File: config.mk
export PLATFORM = sky130hd
export DESIGN_NAME = ll1p_ctrl
export DESIGN_NICKNAME = d
export VERILOG_FILES = /design/src/rtl/ll1p_pkg.sv /design/src/rtl/ll1p_ctrl.sv
export SDC_FILE = /design/constraint.sdc
export NUM_CORES = 1
export LEC_CHECK = 0
export BUFFER_PORTS_ARGS = -buffer_cell sky130_fd_sc_hd__buf_2
export CORE_MARGIN = 2
export CORE_UTILIZATION = 44
export CTS_CLUSTER_DIAMETER = 60
export CTS_CLUSTER_SIZE = 25
export DETAILED_ROUTE_END_ITERATION = 7
export GPL_TIMING_DRIVEN = 0
export HOLD_SLACK_MARGIN = 0.02
export PLACE_DENSITY = 0.81
export SYNTH_ARGS = -nofsm -noshare
export SYNTH_HDL_FRONTEND = slang
export SYNTH_SLANG_ARGS = --single-unit
export TNS_END_PERCENT = 10
File: constraint.sdc
create_clock -name i_clk -period 2.2 [get_ports i_clk]
set_clock_uncertainty 0.05 [all_clocks]
set_input_delay 0.33 -clock i_clk [delete_from_list [all_inputs] [get_ports i_clk]]
set_output_delay 0.33 -clock i_clk [all_outputs]
set_load 0.01 [all_outputs]
File: src/rtl/ll1p_pkg.sv
// shared types, constants and codes of the ll1 predictive parser
package ll1p_pkg;

    localparam int unsigned NT_COUNT    = 32;
    localparam int unsigned T_COUNT     = 32;
    localparam int unsigned PROD_COUNT  = 64;
    localparam int unsigned RHS_MAX     = 8;
    localparam int unsigned STACK_DEPTH = 32;
    localparam int unsigned RES_MAX     = 64;

    localparam int unsigned TBL_DEPTH = NT_COUNT * T_COUNT;
    localparam int unsigned TBL_AW    = $clog2(TBL_DEPTH);
    localparam int unsigned RHS_DEPTH = PROD_COUNT * RHS_MAX;
    localparam int unsigned RHS_AW    = $clog2(RHS_DEPTH);
    localparam int unsigned SP_W      = $clog2(STACK_DEPTH) + 1;
    localparam int unsigned CNT_W     = $clog2(RES_MAX);

    localparam logic [4:0] END_RESET   = 5'd31;
    localparam logic [4:0] START_RESET = 5'd0;

    typedef enum logic [2:0] {
        MODE_TABLE  = 3'd0,
        MODE_SYMBOL = 3'd1,
        MODE_LENGTH = 3'd2,
        MODE_START  = 3'd3,
        MODE_TOKEN  = 3'd4
    } t_mode;

    typedef enum logic [2:0] {
        EV_EXPAND   = 3'd0,
        EV_MATCH    = 3'd1,
        EV_ACCEPT   = 3'd2,
        EV_MISMATCH = 3'd3,
        EV_NOENTRY  = 3'd4,
        EV_OVERFLOW = 3'd5,
        EV_STEPCAP  = 3'd6
    } t_event;

    typedef enum logic [1:0] {
        PS_IDLE   = 2'd0,
        PS_RUN    = 2'd1,
        PS_ACCEPT = 2'd2,
        PS_REJECT = 2'd3
    } t_pstat;

    typedef enum logic [2:0] {
        ST_CLEAR,
        ST_IDLE,
        ST_CHECK,
        ST_TBL,
        ST_LEN,
        ST_PUSH,
        ST_EXPAND,
        ST_FINAL
    } t_state;

    typedef enum logic {
        CFG_END_MARKER = 1'b0,
        CFG_START_NT   = 1'b1
    } t_cfg_reg;

    typedef struct packed {
        logic [2:0] mode;
        logic [4:0] row_nonterminal;
        logic [4:0] column_terminal;
        logic       entry_valid;
        logic [5:0] production_number;
        logic [2:0] symbol_position;
        logic       symbol_is_nonterminal;
        logic [4:0] symbol_index;
        logic [3:0] production_length;
        logic [4:0] token;
    } t_in_item;

    typedef struct packed {
        logic [2:0] event_kind;
        logic [5:0] applied_production;
        logic [4:0] expanded_nonterminal;
        logic       last_of_run;
    } t_out_item;

    // commands from controller to datapath
    typedef struct packed {
        logic       clr_step;
        logic       accept;
        logic       tok_latch;
        logic       tbl_rd;
        logic       len_rd;
        logic       pop;
        logic       pop_start;
        logic       push;
        logic       emit;
        logic [2:0] emit_kind;
        logic       emit_last;
        logic       set_stat;
        t_pstat     stat;
    } t_cmd;

    // status from datapath to controller
    typedef struct packed {
        logic clr_done;
        logic run;
        logic top_empty;
        logic top_nt;
        logic top_eq_tok;
        logic tok_is_end;
        logic top_is_one;
        logic tbl_hit;
        logic ovf;
        logic cap;
        logic len_zero;
        logic cnt_one;
        logic out_free;
    } t_sts;

endpackage

File: src/rtl/ll1p_ctrl.sv
// controller state machine of the ll1 predictive parser
module ll1p_ctrl (
    input  logic              i_clk,
    input  logic              i_rst_n,
    input  logic              i_in_valid,
    input  logic [2:0]        i_mode,
    input  ll1p_pkg::t_sts    i_sts,
    output logic              o_in_ready,
    output ll1p_pkg::t_cmd    o_cmd
);

    ll1p_pkg::t_state r_state, n_state;
    logic [2:0]       r_kind, n_kind;

    // state and pending final event
    always_ff @(posedge i_clk) begin
        if (!i_rst_n) begin
            r_state <= ll1p_pkg::ST_CLEAR;
            r_kind  <= ll1p_pkg::EV_MISMATCH;
        end else begin
            r_state <= n_state;
            r_kind  <= n_kind;
        end
    end

    // next state
    always_comb begin
        n_state = r_state;
        n_kind  = r_kind;
        unique case (r_state)
            ll1p_pkg::ST_CLEAR: begin
                if (i_sts.clr_done) n_state = ll1p_pkg::ST_IDLE;
            end
            ll1p_pkg::ST_IDLE: begin
                if (i_in_valid && i_mode == ll1p_pkg::MODE_TOKEN && i_sts.run)
                    n_state = ll1p_pkg::ST_CHECK;
            end
            ll1p_pkg::ST_CHECK: begin
                if (i_sts.top_empty) begin
                    n_kind  = ll1p_pkg::EV_MISMATCH;
                    n_state = ll1p_pkg::ST_FINAL;
                end else if (!i_sts.top_nt) begin
                    n_state = ll1p_pkg::ST_FINAL;
                    if (!i_sts.top_eq_tok)      n_kind = ll1p_pkg::EV_MISMATCH;
                    else if (!i_sts.tok_is_end) n_kind = ll1p_pkg::EV_MATCH;
                    else if (i_sts.top_is_one)  n_kind = ll1p_pkg::EV_ACCEPT;
                    else                        n_kind = ll1p_pkg::EV_MISMATCH;
                end else begin
                    n_state = ll1p_pkg::ST_TBL;
                end
            end
            ll1p_pkg::ST_TBL: begin
                if (!i_sts.tbl_hit) begin
                    n_kind  = ll1p_pkg::EV_NOENTRY;
                    n_state = ll1p_pkg::ST_FINAL;
                end else begin
                    n_state = ll1p_pkg::ST_LEN;
                end
            end
            ll1p_pkg::ST_LEN: begin
                if (i_sts.ovf) begin
                    n_kind  = ll1p_pkg::EV_OVERFLOW;
                    n_state = ll1p_pkg::ST_FINAL;
                end else if (i_sts.cap) begin
                    n_kind  = ll1p_pkg::EV_STEPCAP;
                    n_state = ll1p_pkg::ST_FINAL;
                end else if (i_sts.len_zero) begin
                    n_state = ll1p_pkg::ST_EXPAND;
                end else begin
                    n_state = ll1p_pkg::ST_PUSH;
                end
            end
            ll1p_pkg::ST_PUSH: begin
                if (i_sts.cnt_one) n_state = ll1p_pkg::ST_EXPAND;
            end
            ll1p_pkg::ST_EXPAND: begin
                if (i_sts.out_free) n_state = ll1p_pkg::ST_CHECK;
            end
            ll1p_pkg::ST_FINAL: begin
                if (i_sts.out_free) n_state = ll1p_pkg::ST_IDLE;
            end
            default: n_state = ll1p_pkg::ST_IDLE;
        endcase
    end

    // command outputs
    always_comb begin
        o_in_ready = 1'b0;
        o_cmd      = '0;
        o_cmd.stat = ll1p_pkg::PS_REJECT;
        unique case (r_state)
            ll1p_pkg::ST_CLEAR: o_cmd.clr_step = 1'b1;
            ll1p_pkg::ST_IDLE: begin
                o_in_ready      = 1'b1;
                o_cmd.accept    = i_in_valid;
                o_cmd.tok_latch = i_in_valid;
            end
            ll1p_pkg::ST_CHECK: begin
                o_cmd.tbl_rd = 1'b1;
                o_cmd.pop    = !i_sts.top_empty && !i_sts.top_nt && i_sts.top_eq_tok;
            end
            ll1p_pkg::ST_TBL: o_cmd.len_rd = i_sts.tbl_hit;
            ll1p_pkg::ST_LEN: o_cmd.pop_start = !i_sts.ovf && !i_sts.cap;
            ll1p_pkg::ST_PUSH: o_cmd.push = 1'b1;
            ll1p_pkg::ST_EXPAND: begin
                o_cmd.emit      = i_sts.out_free;
                o_cmd.emit_kind = ll1p_pkg::EV_EXPAND;
            end
            ll1p_pkg::ST_FINAL: begin
                o_cmd.emit      = i_sts.out_free;
                o_cmd.emit_kind = r_kind;
                o_cmd.emit_last = 1'b1;
                o_cmd.set_stat  = i_sts.out_free && r_kind != ll1p_pkg::EV_MATCH;
                o_cmd.stat      = (r_kind == ll1p_pkg::EV_ACCEPT) ? ll1p_pkg::PS_ACCEPT
                                                                  : ll1p_pkg::PS_REJECT;
            end
            default: o_in_ready = 1'b0;
        endcase
    end

endmodule

==> summary.md <==
| Metric | Value |
|---|---|
| Die width | `40.0 um` |
| Mean routed wirelength per cell | `11.8 um` |
| Most frequent cells in the layout | `buf_2 (36), nor2_1 (9), inv_1 (6), dfxtp_1 (6), and2_1 (5)` |
| Initial cell density of the core | `0.494` |
| Gate power share | `0.219` |
| FF-to-FF End | `r_state[0]` |
| WP data required | `1.82 ns` |
| P per Cell Area | `352 mW/mm^2` |
| VDD IR-drop max | `0.311 mV` |
| WHS Endpoint | `r_kind[1]` |
| CTS sink count | `6` |
| Pint | `0.203 mW` |
| Post-Route WL | `1500 um` |
| Pwr Total | `0.275 mW` |
| Min-delay worst type | `in2reg` |
| Synthesized Nets | `95` |
| Routed vias | `686` |
| Minimum clock period | `1.88 ns` |
| Initial DRC count | `12` |
| Area growth from synthesis to layout | `36.8%` |
| GR Overflow Total | `0` |
| Unrepaired setup endpoints after global routing | `no` |
| Routing usage on met2 | `0.395` |
| GRT Total Usage | `0.225` |
| Postcts setup bufs | `0` |
| Io pins | `36` |
| Worst-path clk slew | `0.05 ns` |
| Router iterations before antenna repair | `7` |
| Busiest grt layer | `met2` |
| Vias in the first global route | `617` |
| Fraction of layout cells with a size suffix above 1 | `0.407` |
| Fill count | `117` |
| Mapped Area | `571 um^2` |
| Final Setup Violations | `0` |
| DIE AREA | `0.00160 mm^2` |
| Vias/cell | `5.40` |
| DP HPWL | `1250 um` |
| R2R depth | `4` |
| Syn Inst Count | `76` |
| Core ar. | `0.00116 mm^2` |
| Worst reg-to-reg setup slack | `0.74 ns` |
| Worst Path Arrival | `1.50 ns` |
| Seq pwr share | `0.414` |
| M3 GR Usage | `0.0556` |
| Hold-fix buffers, CTS | `0` |
| # diodes | `0` |
| Synth Register Bits | `6` |
| Die span in y | `40.0 um` |
| Fin util | `0.675` |
| Resize count post-CTS | `0` |
| Tcrit/Tclk final | `0.857` |
| Critical-path maximum fanout | `10` |
| Final Max Tran Viols | `0` |
| FMAX | `531 MHz` |
| Antenna viol nets, final | `0` |
| Max-Cap Viols | `0` |
| Hold path start | `i_rst_n` |
| Placer Congestion | `0.829` |
| Largest net degree at the start of global routing | `11` |
| Leakage | `0.399 nW` |
| H-tree levels | `1` |
| Clock power share | `0.367` |
| Critical path class | `reg2out` |
| Remaining DRCs | `0` |
| Status | `finished clean` |
| PortBufs | `34` |
| Global-route track usage on met1 | `0.250` |
| Sw power | `0.0723 mW` |
| Worst hold stages | `2` |
| Net Sw Frac | `0.263` |
| Num CTS Buffers | `3` |
| Count of cell types in the netlist | `30` |
| CTS tree | `built` |
| Ys Warns | `0` |
| Final hold violations | `0` |
| Average cell area after synthesis | `7.51 um^2` |
| Worst-Skew Late Latency | `0.24 ns` |
| Most common cell after layout, fill and taps aside | `buf_2` |
| Clk buf depth | `2` |
| Final #Nets | `134` |
| Antenna violations before repair | `0` |
| Setup TNS | `0 ns` |
| Setup crit start kind | `flip-flop` |
| Root buffer cell | `clkbuf_4` |
| First-pass GRT wire length | `2390 um` |
| Row Count | `12` |
| Crit end category | `primary output` |
| Critical R2R Launch | `r_state[0]` |
| Sequential element share of the synthesized area | `0.211` |
-- flip-flops by register name, indices dropped and copies added (netlist names) --
register  flops
r_kind        3
r_state       3
-- layout make-up --
class | instances | area, um^2 | area share
Tap cell | 14 | 17.5 | 0.0224
Inverter | 6 | 22.5 | 0.0288
Timing Repair Buffer | 34 | 170 | 0.218
Sequential cell | 6 | 120 | 0.154
Buffer | 5 | 28.8 | 0.0369
Multi-Input combinational cell | 59 | 399 | 0.511
Clock buffer | 3 | 22.5 | 0.0288
-- per-layer routing --
metal / share of wire / vias to the layer above
met4: 0.0033 / 0
met3: 0.086 / 2
met2: 0.49 / 30
met5: 0 / -
met1: 0.42 / 300
li1: - / 354
-- through the flow --
step                      hold slack, ns  cell area [um^2]  cells  setup slack, ns
after global placement             0.452               758    124            0.555
after CTS                          0.270               781    127            0.290
final                              0.271               781    127            0.315
after floorplan                    0.369               571     76            0.505
after detailed placement           0.459               758    124            0.560
after global routing               0.267               781    127            0.225
-- power by group through the flow --
stage | sequential [mW] | clock [mW] | combinational, mW
2_1_floorplan | 0.115 | 0 | 0.0307
3_3_place_gp | 0.116 | 0 | 0.0588
3_5_place_dp | 0.116 | 0 | 0.0597
4_1_cts | 0.114 | 0.104 | 0.0601
5_1_grt | 0.114 | 0.110 | 0.0662
6_report | 0.114 | 0.101 | 0.0602
-- kinds of logic after synthesis --
family / Yosys count / share of synthesized area
AOI/OAI and AO/OA: 21 / 0.307
buffers and inverters: 11 / 0.0899
DFF: 6 / 0.211
other: 1 / 0.00657
and+or+nand+nor: 37 / 0.386
-- cells in the mapped netlist --
cell type  n  area, um^2
and2_1     5        31.3
nor2_1     9        33.8
o21bai_1   1        7.51
a211oi_2   1        12.5
clkbuf_1   1        3.75
o311ai_0   1        8.76
dfxtp_1    6         120
and4b_1    1        10.0
nand2b_1   3        18.8
o211ai_1   4        30.0
o21ai_0    4        20.0
o311a_1    2        20.0
nor3_1     4        20.0
and4bb_2   1        12.5
o2111ai_1  2        17.5
and3_1     2        12.5
nand2_1    3        11.3
o32ai_1    1        8.76
a21o_1     1        7.51
o32ai_4    1        27.5
nor2b_1    2        12.5
conb_1     1        3.75
nor4bb_1   1        10.0
inv_1      6        22.5
buf_2      2        10.0
nor2_2     1        6.26
a21oi_1    3        15.0
or3b_4     1        11.3
buf_4      2        15.0
nor3b_1    4        30.0
-- worst max-delay path by stage --
stage / depth (start not counted) / start / endpoint
after floorplan: 4 / r_state[0] / o_cmd[14]
after global placement: 5 / r_state[0] / o_cmd[14]
after detailed placement: 5 / r_state[0] / o_cmd[14]
after CTS: 5 / r_state[0] / o_cmd[14]
after global routing: 5 / r_state[1] / o_cmd[14]
final: 5 / r_state[0] / o_cmd[14]
-- critical path, cell delays in order, from the launching register on --
cell and delay, ns:
dfxtp_1 0.43, buf_2 0.24, nor3b_1 0.22, and2_1 0.17, buf_4 0.10, buf_2 0.11
Power figures use the tool's default switching activity.
